<file path="src/hdl/lfps_pkg.sv">
// ============================================================================
// lfps_pkg
// Shared types, register map, reset values and sensor decode for the
// line-follow PID steering block.
// ============================================================================
package lfps_pkg;

  // Integral accumulator width, default for the top-level parameter
  localparam int INTEGRAL_WIDTH_DEF = 16;

  // Configuration port geometry
  localparam int ADDR_WIDTH = 5;
  localparam int DATA_WIDTH = 32;
  localparam int REG_IDX_WIDTH = 3;

  // Register indexes (byte address is 4 * index)
  localparam logic [REG_IDX_WIDTH-1:0] REG_GAIN_P         = 3'd0;
  localparam logic [REG_IDX_WIDTH-1:0] REG_GAIN_I         = 3'd1;
  localparam logic [REG_IDX_WIDTH-1:0] REG_GAIN_D         = 3'd2;
  localparam logic [REG_IDX_WIDTH-1:0] REG_BASE_POWER     = 3'd3;
  localparam logic [REG_IDX_WIDTH-1:0] REG_FEEDBACK_LIMIT = 3'd4;

  // Reset values
  localparam logic [7:0] GAIN_P_RST         = 8'd48;  // 3.0 in Q4.4
  localparam logic [7:0] GAIN_I_RST         = 8'd0;
  localparam logic [7:0] GAIN_D_RST         = 8'd0;
  localparam logic [7:0] BASE_POWER_RST     = 8'd25;
  localparam logic [7:0] FEEDBACK_LIMIT_RST = 8'd25;

  // Position error values
  localparam logic signed [3:0] ERR_P5 = 4'sd5;
  localparam logic signed [3:0] ERR_P4 = 4'sd4;
  localparam logic signed [3:0] ERR_P2 = 4'sd2;
  localparam logic signed [3:0] ERR_P1 = 4'sd1;
  localparam logic signed [3:0] ERR_Z  = 4'sd0;
  localparam logic signed [3:0] ERR_M1 = -4'sd1;
  localparam logic signed [3:0] ERR_M2 = -4'sd2;
  localparam logic signed [3:0] ERR_M4 = -4'sd4;
  localparam logic signed [3:0] ERR_M5 = -4'sd5;

  typedef struct packed {
    logic [7:0] gain_p;
    logic [7:0] gain_i;
    logic [7:0] gain_d;
    logic [7:0] base_power;
    logic [7:0] feedback_limit;
  } cfg_t;

  typedef struct packed {
    logic [7:0]        left_power;
    logic [7:0]        right_power;
    logic signed [3:0] position_error;
    logic signed [8:0] steer_feedback;
  } result_t;

  // Map the sensor word to a position error; keep prev on unknown patterns
  function automatic logic signed [3:0] decode_error(input logic [4:0] s,
                                                     input logic signed [3:0] prev);
    logic signed [3:0] e;
    e = prev;
    if (s[0] && !s[2] && !s[3] && !s[4]) begin
      e = s[1] ? ERR_P4 : ERR_P5;
    end else if (s[1] && !s[0] && !s[3] && !s[4]) begin
      e = s[2] ? ERR_P1 : ERR_P2;
    end else if (s[2] && !s[0] && !s[1] && !s[4]) begin
      e = s[3] ? ERR_M1 : ERR_Z;
    end else if (s[3] && !s[0] && !s[1] && !s[2]) begin
      e = s[4] ? ERR_M4 : ERR_M2;
    end else if (s[4] && !s[0] && !s[1] && !s[2] && !s[3]) begin
      e = ERR_M5;
    end
    return e;
  endfunction

endpackage

</file>
<file path="src/hdl/lfps_calc.sv">
// ============================================================================
// lfps_calc
// One control step: decode, saturating integral, weighted PID sum,
// feedback clamp and motor power saturation.
// ============================================================================
module lfps_calc #(
  parameter int INTEGRAL_WIDTH = lfps_pkg::INTEGRAL_WIDTH_DEF
) (
  input  logic [4:0]                       sensor_bits,
  input  logic signed [3:0]                held_error,
  input  logic signed [INTEGRAL_WIDTH-1:0] error_sum,
  input  lfps_pkg::cfg_t                   cfg,
  output logic signed [INTEGRAL_WIDTH-1:0] error_sum_next,
  output lfps_pkg::result_t                result
);

  localparam int IW = INTEGRAL_WIDTH;
  localparam int WW = IW + 11;  // weighted sum width, holds all three terms

  logic signed [3:0]      err;
  logic signed [4:0]      deriv;
  logic signed [IW:0]     sum_wide;
  logic signed [12:0]     p_term;
  logic signed [IW+8:0]   i_term;
  logic signed [13:0]     d_term;
  logic signed [WW-1:0]   weighted;
  logic signed [WW-1:0]   quot;
  logic signed [WW-1:0]   lim_pos;
  logic signed [WW-1:0]   lim_neg;
  logic signed [8:0]      fb;
  logic signed [9:0]      left_wide;
  logic signed [9:0]      right_wide;

  assign err   = lfps_pkg::decode_error(sensor_bits, held_error);
  assign deriv = {err[3], err} - {held_error[3], held_error};

  // Saturate the integral at the signed bounds of its width
  assign sum_wide = {error_sum[IW-1], error_sum} + {{(IW-3){err[3]}}, err};
  always_comb begin
    if (sum_wide[IW] != sum_wide[IW-1]) begin
      error_sum_next = sum_wide[IW] ? {1'b1, {(IW-1){1'b0}}} : {1'b0, {(IW-1){1'b1}}};
    end else begin
      error_sum_next = sum_wide[IW-1:0];
    end
  end

  assign p_term = $signed({1'b0, cfg.gain_p}) * err;
  assign i_term = $signed({1'b0, cfg.gain_i}) * error_sum_next;
  assign d_term = $signed({1'b0, cfg.gain_d}) * deriv;

  assign weighted = {{(WW-13){p_term[12]}}, p_term}
                  + {{(WW-IW-9){i_term[IW+8]}}, i_term}
                  + {{(WW-14){d_term[13]}}, d_term};

  // Divide by 16 toward zero: bias negatives before the shift
  assign quot = (weighted[WW-1] ? (weighted + WW'(15)) : weighted) >>> 4;

  assign lim_pos = $signed({{(WW-8){1'b0}}, cfg.feedback_limit});
  assign lim_neg = -lim_pos;

  always_comb begin
    if (err == lfps_pkg::ERR_Z) begin
      fb = 9'sd0;
    end else if (quot > lim_pos) begin
      fb = lim_pos[8:0];
    end else if (quot < lim_neg) begin
      fb = lim_neg[8:0];
    end else begin
      fb = quot[8:0];
    end
  end

  assign left_wide  = $signed({2'b00, cfg.base_power}) + {fb[8], fb};
  assign right_wide = $signed({2'b00, cfg.base_power}) - {fb[8], fb};

  always_comb begin
    result.position_error = err;
    result.steer_feedback = fb;
    if (left_wide[9]) begin
      result.left_power = 8'd0;
    end else if (left_wide[8]) begin
      result.left_power = 8'd255;
    end else begin
      result.left_power = left_wide[7:0];
    end
    if (right_wide[9]) begin
      result.right_power = 8'd0;
    end else if (right_wide[8]) begin
      result.right_power = 8'd255;
    end else begin
      result.right_power = right_wide[7:0];
    end
  end

endmodule

</file>
<file path="src/hdl/line_follow_pid_steering.sv">
// ============================================================================
// line_follow_pid_steering
// PID steering for a five-sensor line follower: sensor word in, motor powers
// and the error and feedback used out.
// ============================================================================
// Usage:
//   Input channel: sensor_bits with in_valid / in_stall. A word is taken at a
//   rising edge with in_valid high and in_stall low.
//   Output channel: left_power, right_power, position_error, steer_feedback
//   with out_valid / out_stall; one result word per input word, in order.
//   Path: an accepted word lands in the input register at its edge and its
//   result is loaded into the output register once that register is free,
//   so a stall on the output can hold it in the input register.
//   Throughput: one word per cycle while the output register is free. The
//   held error and the integral update in the same cycle that a word moves
//   into the output register, so each word sees the state its predecessor left.
//   Stall: while out_stall holds a result, the input register keeps its word
//   and in_stall rises only once both registers are full.
//   Reset (rst, synchronous): drop both valid flags, clear the held error and
//   the integral, load the gain, base power and limit reset values.
//   Configuration: APB port, registers at byte address 4*index; write only
//   while no word is in flight. Reads return the register value.
// ============================================================================
module line_follow_pid_steering #(
  parameter int INTEGRAL_WIDTH = lfps_pkg::INTEGRAL_WIDTH_DEF
) (
  input  logic                            clk,
  input  logic                            rst,
  // input word
  input  logic                            in_valid,
  output logic                            in_stall,
  input  logic [4:0]                      sensor_bits,
  // result word
  output logic                            out_valid,
  input  logic                            out_stall,
  output logic [7:0]                      left_power,
  output logic [7:0]                      right_power,
  output logic signed [3:0]               position_error,
  output logic signed [8:0]               steer_feedback,
  // configuration
  input  logic                            psel,
  input  logic                            penable,
  input  logic                            pwrite,
  input  logic [lfps_pkg::ADDR_WIDTH-1:0] paddr,
  input  logic [lfps_pkg::DATA_WIDTH-1:0] pwdata,
  output logic [lfps_pkg::DATA_WIDTH-1:0] prdata,
  output logic                            pready
);

  lfps_pkg::cfg_t                      cfg;
  logic [lfps_pkg::REG_IDX_WIDTH-1:0]  reg_idx;
  logic                                cfg_wr;

  logic                                s1_valid;
  logic [4:0]                          s1_sensor;
  logic                                out_free;
  logic                                advance;

  logic signed [3:0]                   held_error;
  logic signed [INTEGRAL_WIDTH-1:0]    error_sum;
  logic signed [INTEGRAL_WIDTH-1:0]    error_sum_next;
  lfps_pkg::result_t                   result;

  // --------------------------------------------------------------------------
  // Configuration registers
  // --------------------------------------------------------------------------
  assign pready  = 1'b1;
  assign reg_idx = paddr[lfps_pkg::ADDR_WIDTH-1:2];
  assign cfg_wr  = psel && penable && pwrite;

  always_ff @(posedge clk) begin
    if (rst) begin
      cfg.gain_p         <= lfps_pkg::GAIN_P_RST;
      cfg.gain_i         <= lfps_pkg::GAIN_I_RST;
      cfg.gain_d         <= lfps_pkg::GAIN_D_RST;
      cfg.base_power     <= lfps_pkg::BASE_POWER_RST;
      cfg.feedback_limit <= lfps_pkg::FEEDBACK_LIMIT_RST;
    end else if (cfg_wr) begin
      case (reg_idx)
        lfps_pkg::REG_GAIN_P:         cfg.gain_p         <= pwdata[7:0];
        lfps_pkg::REG_GAIN_I:         cfg.gain_i         <= pwdata[7:0];
        lfps_pkg::REG_GAIN_D:         cfg.gain_d         <= pwdata[7:0];
        lfps_pkg::REG_BASE_POWER:     cfg.base_power     <= pwdata[7:0];
        lfps_pkg::REG_FEEDBACK_LIMIT: cfg.feedback_limit <= pwdata[7:0];
        default: ;  // unmapped address: drop the write
      endcase
    end
  end

  always_comb begin
    case (reg_idx)
      lfps_pkg::REG_GAIN_P:         prdata = {24'd0, cfg.gain_p};
      lfps_pkg::REG_GAIN_I:         prdata = {24'd0, cfg.gain_i};
      lfps_pkg::REG_GAIN_D:         prdata = {24'd0, cfg.gain_d};
      lfps_pkg::REG_BASE_POWER:     prdata = {24'd0, cfg.base_power};
      lfps_pkg::REG_FEEDBACK_LIMIT: prdata = {24'd0, cfg.feedback_limit};
      default:                      prdata = '0;
    endcase
  end

  // --------------------------------------------------------------------------
  // Handshake: the output register frees when empty or being taken; the input
  // register moves forward whenever the output register can accept it.
  // --------------------------------------------------------------------------
  assign out_free = !out_valid || !out_stall;
  assign in_stall = s1_valid && !out_free;
  assign advance  = s1_valid && out_free;

  always_ff @(posedge clk) begin
    if (rst) begin
      s1_valid <= 1'b0;
    end else if (!in_stall) begin
      s1_valid <= in_valid;
    end
  end

  // Payload: hold while stalled
  always_ff @(posedge clk) begin
    if (!in_stall) begin
      s1_sensor <= sensor_bits;
    end
  end

  // --------------------------------------------------------------------------
  // Control step
  // --------------------------------------------------------------------------
  lfps_calc #(
    .INTEGRAL_WIDTH(INTEGRAL_WIDTH)
  ) u_calc (
    .sensor_bits    (s1_sensor),
    .held_error     (held_error),
    .error_sum      (error_sum),
    .cfg            (cfg),
    .error_sum_next (error_sum_next),
    .result         (result)
  );

  // Loop state advances with the word it belongs to
  always_ff @(posedge clk) begin
    if (rst) begin
      held_error <= '0;
      error_sum  <= '0;
    end else if (advance) begin
      held_error <= result.position_error;
      error_sum  <= error_sum_next;
    end
  end

  // --------------------------------------------------------------------------
  // Output register
  // --------------------------------------------------------------------------
  always_ff @(posedge clk) begin
    if (rst) begin
      out_valid <= 1'b0;
    end else if (out_free) begin
      out_valid <= s1_valid;
    end
  end

  always_ff @(posedge clk) begin
    if (advance) begin
      left_power     <= result.left_power;
      right_power    <= result.right_power;
      position_error <= result.position_error;
      steer_feedback <= result.steer_feedback;
    end
  end

endmodule
</file>
<file path="config.mk">
export PLATFORM = sky130hd
export DESIGN_NAME = line_follow_pid_steering
export DESIGN_NICKNAME = d
export VERILOG_FILES = /design/src/hdl/lfps_pkg.sv /design/src/hdl/lfps_calc.sv /design/src/hdl/line_follow_pid_steering.sv
export SDC_FILE = /design/constraint.sdc
export NUM_CORES = 1
export LEC_CHECK = 0
export ABC_AREA = 1
export BUFFER_PORTS_ARGS = -buffer_cell sky130_fd_sc_hd__buf_2
export CAP_MARGIN = 20
export CORE_UTILIZATION = 50
export CTS_BUF_LIST = sky130_fd_sc_hd__clkbuf_8
export DETAILED_ROUTE_END_ITERATION = 16
export GPL_ROUTABILITY_DRIVEN = 0
export PLACE_DENSITY = 0.72
export SLEW_MARGIN = 5
export SYNTH_ARGS = -nofsm -noshare
export SYNTH_HDL_FRONTEND = slang
export SYNTH_SLANG_ARGS = --single-unit
</file>
<file path="constraint.sdc">
create_clock -name clk -period 16.89 [get_ports clk]
set_input_delay 1.689 -clock clk [delete_from_list [all_inputs] [get_ports clk]]
set_output_delay 1.689 -clock clk [all_outputs]
set_load 0.02 [all_outputs]
</file>
# [After elaboration in Yosys (flattened, before gate mapping)]
# Index checks and enable logic that the tools add are counted.
[totals] register_bits=96 input_bits=49
[classes] addsub=8 mul=3 order_cmp=2 n_eq_ne=5 muxes=18 reduce_logical=36
[op_table] operator="$pmux 8 s5" count=1
[op_table] operator="$mux 16" count=2
[op_table] operator="$add 27x27->27" count=1
[op_table] operator="$add 27x5->27 const B" count=1
[op_table] operator="$lt 23x27->1" count=1
[op_table] operator="$mux 27" count=1
[op_table] operator="$mux 9" count=3
[op_table] operator="$neg 8->27" count=1
[op_table] operator="$add 13x25->26" count=1
[op_table] operator="$mul 9x16->25" count=1
[op_table] operator="$mux 4" count=6
[op_table] operator="$gt 23x9->1" count=1
[op_table] operator="$logic_and 1x1->1" count=20
[op_table] operator="$add 16x4->17" count=1
[op_table] operator="$mux 8" count=2
[op_table] operator="$mul 9x5->14" count=1
[op_table] operator="$mul 9x4->13" count=1
[op_table] operator="$add 9x9->10" count=1
[op_table] operator="$reduce_and 2->1" count=5
[op_table] operator="$sub 9x9->10" count=1
[op_table] operator="$logic_not 1->1" count=8
[op_table] operator="$eq 3x2->1 const B" count=2
[op_table] operator="$sub 4x4->5" count=1
[op_table] operator="$logic_not 4->1" count=1
[op_table] operator="other kinds (7)" count=8

# [Longest topological paths before layout]
# Gate-level depths: netlist of run 1.
[depth] word_depth=24 depth_mapped=98 depth_no_buf=98

# [Cells and area by module]
# Synthesis of run 1 repeated with hierarchy kept, for this count alone.
[hier_totals] hier_cells=2389 hier_area_um2=16684.8
[by_module_without_submodules] mod="lfps_calc" n_inst=1 cells_each=1915 area_per_inst_um2=12729.7 seq_area_each_um2=0.0
[by_module_without_submodules] mod="line_follow_pid_steering" n_inst=1 cells_each=474 area_per_inst_um2=3955.0 seq_area_each_um2=2262.2

# [Least setup slack after synthesis of run 1]
# OpenSTA, ideal clock, no wires.
[synth_path] kind="register to register" start="register s1_sensor[1]" end="register left_power[0] (data pin)" arrival_ns=13.954 required_time_ns=16.639 path_slack_ns=2.685 path_stages_with_launch=86 path_buffers=2 synth_period_minus_slack_ns=14.205 path_cell_list="edfxtp_1 > nor2_1 > nand2_1 > nor2_1 > nand2_1 > a21oi_1 > o21ai_0 > nand2_1 > inv_1 > ha_1 > a21oi_1 > o21bai_1 > nand2_1 > a31oi_1 > nand2_1 > nand2_1 > nand2_1 > o211ai_2 > (+50 left out) > nand2_1 > clkbuf_1 > nand2_1 > o21ai_0 > nor2_1 > nor2_1 > inv_1 > fa_1 > o31ai_1 > a21oi_1 > o21ai_0 > a21oi_1 > o21ai_0 > inv_1 > nand3_4 > nand3_1 > nand2_1 > inv_1"
[synth_rtl] item="start, declared" line="line_follow_pid_steering.sv:55" source="logic [4:0] s1_sensor;"
[synth_rtl] item="start signal, assigned" line="line_follow_pid_steering.sv:120" source="s1_sensor <= sensor_bits;"
[synth_rtl] item="end signal, assigned" line="line_follow_pid_steering.sv:162" source="left_power <= result.left_power;"
[synth_rtl] item="end, declared" line="line_follow_pid_steering.sv:36" source="output logic [7:0] left_power,"

==> results of run 1 <==
[repair_timing]
action	4_1_cts	5_1_grt
gates resized for setup	0	23
setup endpoints to repair	0	16
setup buffers	0	9
[layout make-up]
type / instances / area [um2] / area share (%)
multi-input combinational: 1748 / 12600 / 69.9
sequential: 96 / 2260 / 12.5
inverter: 534 / 2020 / 11.2
tap: 448 / 561 / 3.11
timing repair buffer: 74 / 403 / 2.23
clock buffer: 10 / 138 / 0.763
clock inverter: 6 / 42.5 / 0.236
timing repair inverter: 1 / 5.00 / 0.0277
[power breakdown]
| group | switching (mW) | internal (mW) |
|---|---|---|
| logic | 1.10 | 0.533 |
| clock network | 0.0873 | 0.0577 |
| registers | 0.0128 | 0.293 |
| total | 1.20 | 0.884 |
[stage by stage]
stage	utilization [%]	hold slack, ns	cells	worst slack, ns
after detailed placement	52.8	0.510	2891	0.363
after global routing	53.7	0.577	2917	-0.0654
after CTS	53.3	0.526	2907	0.328
after floorplan	-	0.450	2440	2.69
after global placement	52.8	0.492	2891	0.673
final	53.7	0.537	2917	1.34
[critical path: cells and delay by family (launching register included)]
kind	cells	cell delay, ns
buf+inv	17	1.77
simple gates	32	4.04
flops	1	0.48
compound gates	20	3.76
fa+ha+maj	11	4.67
xor+xnor	3	0.58
[path summary, 6_finish.rpt]
path | slack [ns] | endpoint | cells past startpoint
setup / recovery | 1.34 | left_power[5] | 83
hold / removal | 0.54 | out_valid | 2
setup reg to reg | 1.34 | left_power[5] | 83
hold reg to reg | 0.54 | out_valid | 2
[synth_stat cells, types with 34 or more instances]
master | count | area, um2
nor2_1 | 199 | 747
nand2_1 | 525 | 1970
fa_1 | 173 | 3460
dfxtp_1 | 62 | 1240
xor2_1 | 53 | 464
inv_1 | 482 | 1810
nand3_1 | 107 | 536
ha_1 | 182 | 2280
a21oi_1 | 148 | 741
edfxtp_1 | 34 | 1020
inv_2 | 44 | 165
o21ai_0 | 99 | 495
[cell families (layout without fill, tap and decap cells)]
family | count (synthesis) | after routing
AND/OR/NAND/NOR | 979 | 979
buffers and inverters | 596 | 625
adder cells (fa/ha/maj) | 355 | 355
AO/OA/AOI/OAI | 310 | 310
flip-flops | 96 | 96
XOR/XNOR | 78 | 78
other | 2 | 26
[flip-flops by register name (all words and copies together), names as in the netlist, 4 cells and up]
name,flops
cfg,40
held_error,4
right_power,8
left_power,8
error_sum,16
steer_feedback,9
position_error,4
s1_sensor,5
[layer usage]
| layer | part of all wire [%] | wire length, um |
|---|---|---|
| met4 | 2.6 | 1100 |
| met2 | 49 | 20300 |
| met5 | 0 | 0 |
| met3 | 5.1 | 2120 |
| met1 | 44 | 18300 |
==> impl_metrics.ini, run 1 <==
[outcome]
status = finished, final reports clean

[grt]
grt_use_met3_pct = 3.08
use_met2_pct = 42.0
grt.busiest_layer = met2
gr-total-overflow = 0
grt_pass1_wl_mm = 69.3
antenna_found_initial = 0
first_global_vias = 14715
grt_max_degree = 45
track_usage_pct = 24.0
grt_use_met1_pct = 30.9

[setup_path]
crit_required_ns = 17.05
slowest_stage = fa_1
start_kind = flip-flop
r2r-start = s1_sensor[1]
worstPathArrival_ns = 15.70
critPathKind = reg -> reg
path_max_fanout = 12
max_stage_delay_ns = 0.54
cpMostUsedCell = nand2_1
end_kind = flip-flop
crit_start = s1_sensor[1]

[power_and_ir_drop]
power_density_mw_per_mm2 = 115
vdd_drop_max_v = 0.0000864
power_mw = 2.08
leakagePower_nw = 9.85

[synth]
synth_top_family_by_area = adder cells
yosysWarnings = 0
synth_xor_area_share_pct = 3.99
synth_mux_area_share_pct = 0
netlist_instances = 2416
yosysSeqAreaShare_pct = 13.2
async_flop_share_pct = 0
synth_compound_area_share_pct = 10.2
synth_edf_count = 34
synthAdderAreaFrac_pct = 33.5
synth_area_mm2 = 0.0171
postSynthAreaPerCell_um2 = 7.09
synth.distinct_cells = 56
synth-simple-area-share_pct = 25.1
synth_ff_type = dfxtp_1
synth-seq-cells = 96

[sta]
period_share_pct = 92.0
fin_skew_ns = 0.0136
setup_violations = 0
drv_slew = 0
tns_ns = 0
fmax_mhz = 64.3
worst_slew_pin_slew_ns = 0.876
period_needed_ns = 15.55
final_hold_viol_count = 0
relSlewSlack_pct = 41.1

[placed_design]
dp_hpwl_mm = 35.7
place_area_mm2 = 0.0177
io_buffers = 61

[cells_and_area]
layout_commonest_cell = nand2_1
final_cell_area_mm2 = 0.0180
drive_gt1_share_pct = 10.0
fillers = 3156
final_cell_mix = nand2_1, inv_1, nor2_1
final_nets = 2868
area.growth.synth_to_final_pct = 5.27
antenna_cells = 0

[clock_network]
numCtsBuffers = 9
clk_latency_ns = 0.39
cts_max_level = 3
clock_path_buffers = 2
clkSinkCount = 96
root_buffer = clkbuf_8
cts_tree = built
clkTransAtPathRegs_ns = 0.11
holdBufCountCts = 0

[drt]
drtIter0Drc = 990
dr.pass1.iters = 6
via_per_inst = 5.20
drtAntennaViolNets = 0
drc_errors = 0
routed_wl_mm = 41.8
num_vias = 15177
wire_per_inst_um = 14.3

[die]
die_area_mm2 = 0.0350
num_rows = 67
die_h_um = 187
die_x_um = 187
core_area_mm2 = 0.0336
io-pin-count = 113
initial_utilization_pct = 51.0

[worst_hold_path]
hp-start = out_valid
hp-class = reg -> reg

[job]
cap_violations = 0
No activity file was read; power rests on OpenSTA's default activity.
==> run 2: changes to the inputs <==
Settings changed: CORE_MARGIN set to 2.
==> impl_metrics.ini, run 2 (synthesis results as in run 1) <==
[sta]
fin_ws_ns = 1.48
drv_slew = 0
relSlewSlack_pct = 42.0
period_share_pct = 91.2
tns_ns = 0
fmax_mhz = 64.9
final_hold_viol_count = 0
fin_skew_ns = 0.00720
whs_ns = 0.531
setup_violations = 0
worst_slew_pin_slew_ns = 0.869
period_needed_ns = 15.41
grt_setup_unrepaired = false

[placed_design]
dp_hpwl_mm = 36.0
post-place-ws_ns = 0.272
place_area_mm2 = 0.0177
io_buffers = 61

[clock_network]
clkSinkCount = 96
cts_max_level = 3
clk_latency_ns = 0.39
numCtsBuffers = 9
clock_path_buffers = 2
cts_tree = built
clkTransAtPathRegs_ns = 0.10
root_buffer = clkbuf_8

[cells_and_area]
area.growth.synth_to_final_pct = 5.22
layout_commonest_cell = nand2_1
antenna_cells = 0
final_nets = 2866
largest_reg_flops = 40
multi_input_area_mm2 = 0.0126
final_cell_area_mm2 = 0.0180
seqCellArea_mm2 = 0.00226
final_cell_mix = nand2_1, inv_1, nor2_1
fillers = 3231
top_register = cfg
drive_gt1_share_pct = 9.89
reg_top3 = cfg x40, error_sum x16, steer_feedback x9

[grt]
grt_pass1_wl_mm = 70.2
gr-total-overflow = 0
first_global_vias = 15062
track_usage_pct = 23.9
grt_max_degree = 45
antenna_found_initial = 0

[die]
num_rows = 67
die_x_um = 189
core_area_mm2 = 0.0336
die_area_mm2 = 0.0358
die_h_um = 189
initial_utilization_pct = 51.0
io-pin-count = 113

[outcome]
status = finished, final reports clean

[power_and_ir_drop]
power_density_mw_per_mm2 = 116
vdd_drop_max_v = 0.0000787
leakagePower_nw = 9.84

[drt]
num_vias = 15251
routed_wl_mm = 42.0
via_per_inst = 5.23
drtAntennaViolNets = 0
drc_errors = 0
wire_per_inst_um = 14.4
drtIter0Drc = 881
dr.pass1.iters = 5

[setup_path]
crit_required_ns = 17.05
slowest_stage = fa_1
path_max_fanout = 12
max_stage_delay_ns = 0.61
end_kind = flip-flop
start_kind = flip-flop
cpMostUsedCell = inv_1
critPathKind = reg -> reg
worstPathArrival_ns = 15.57
r2r_setup_slack_ns = 1.48

[job]
cap_violations = 0

[worst_hold_path]
hp-class = reg -> reg
-- run 2: cell types whose count changed in the layout (fill, tap and decap cells not counted), sizes merged --
cell,previous run,this run
clkbuf,10,9
buf,74,72
inv,525,526
-- run 2: per-layer routing --
metal | GRT usage [%] | part of all wire (%) | up-vias
met3 | 4.50 | 5.8 | 106
met2 | 41.0 | 48 | 406
li1 | - | - | 7556
met4 | 7.93 | 3.3 | 0
met1 | 30.3 | 43 | 7183
met5 | 0 | 0 | -
-- run 2: cell type report --
class	instances	share of cell area, %
clock buffers	9	0.687
clock inverters	7	0.250
inverters	534	11.2
multi-input cells	1748	70.0
flip-flops and latches	96	12.5
well taps	448	3.11
repair buffers	72	2.15
repair inverters	1	0.0416
-- run 2: final timing paths --
path	from	to	cells after the start
setup / recovery	s1_sensor[4]	right_power[0]	86
hold / removal	out_valid	out_valid	2
setup reg to reg	s1_sensor[4]	right_power[0]	86
hold reg to reg	out_valid	out_valid	2
-- run 2: critical path, delay by kind of cell, from the launching register on --
family / cells / cell delay, ns
adders and majority gates: 12 / 4.93
DFF: 1 / 0.48
buffers and inverters: 16 / 1.63
AOI/OAI and AO/OA: 20 / 3.41
xor gates and xnor gates: 2 / 0.45
and+or+nand+nor: 36 / 4.23
-- run 2: timing repair --
action / 4_1_cts / 5_1_grt
hold buffers: 0 / 0
endpoints found under the setup margin: 0 / 16
gates resized for setup: 0 / 24
setup buffers: 0 / 7
-- run 2: metrics by stage --
| stage | std cells | power (mW) | util (%) |
|---|---|---|---|
| 2_1_floorplan | 2440 | 1.55 | - |
| 3_3_place_gp | 2891 | 1.86 | 52.8 |
| 3_5_place_dp | 2891 | 1.90 | 52.8 |
| 4_1_cts | 2907 | 2.05 | 53.3 |
| 5_1_grt | 2915 | 2.32 | 53.7 |
| 6_report | 2915 | 2.08 | 53.7 |
-- run 2: power breakdown --
group | leakage [nW] | switching (mW) | internal (mW)
Combinational | 8.93 | 1.11 | 0.531
Sequential | 0.833 | 0.0128 | 0.293
Clock | 0.0811 | 0.0880 | 0.0534
Total | 9.84 | 1.21 | 0.878
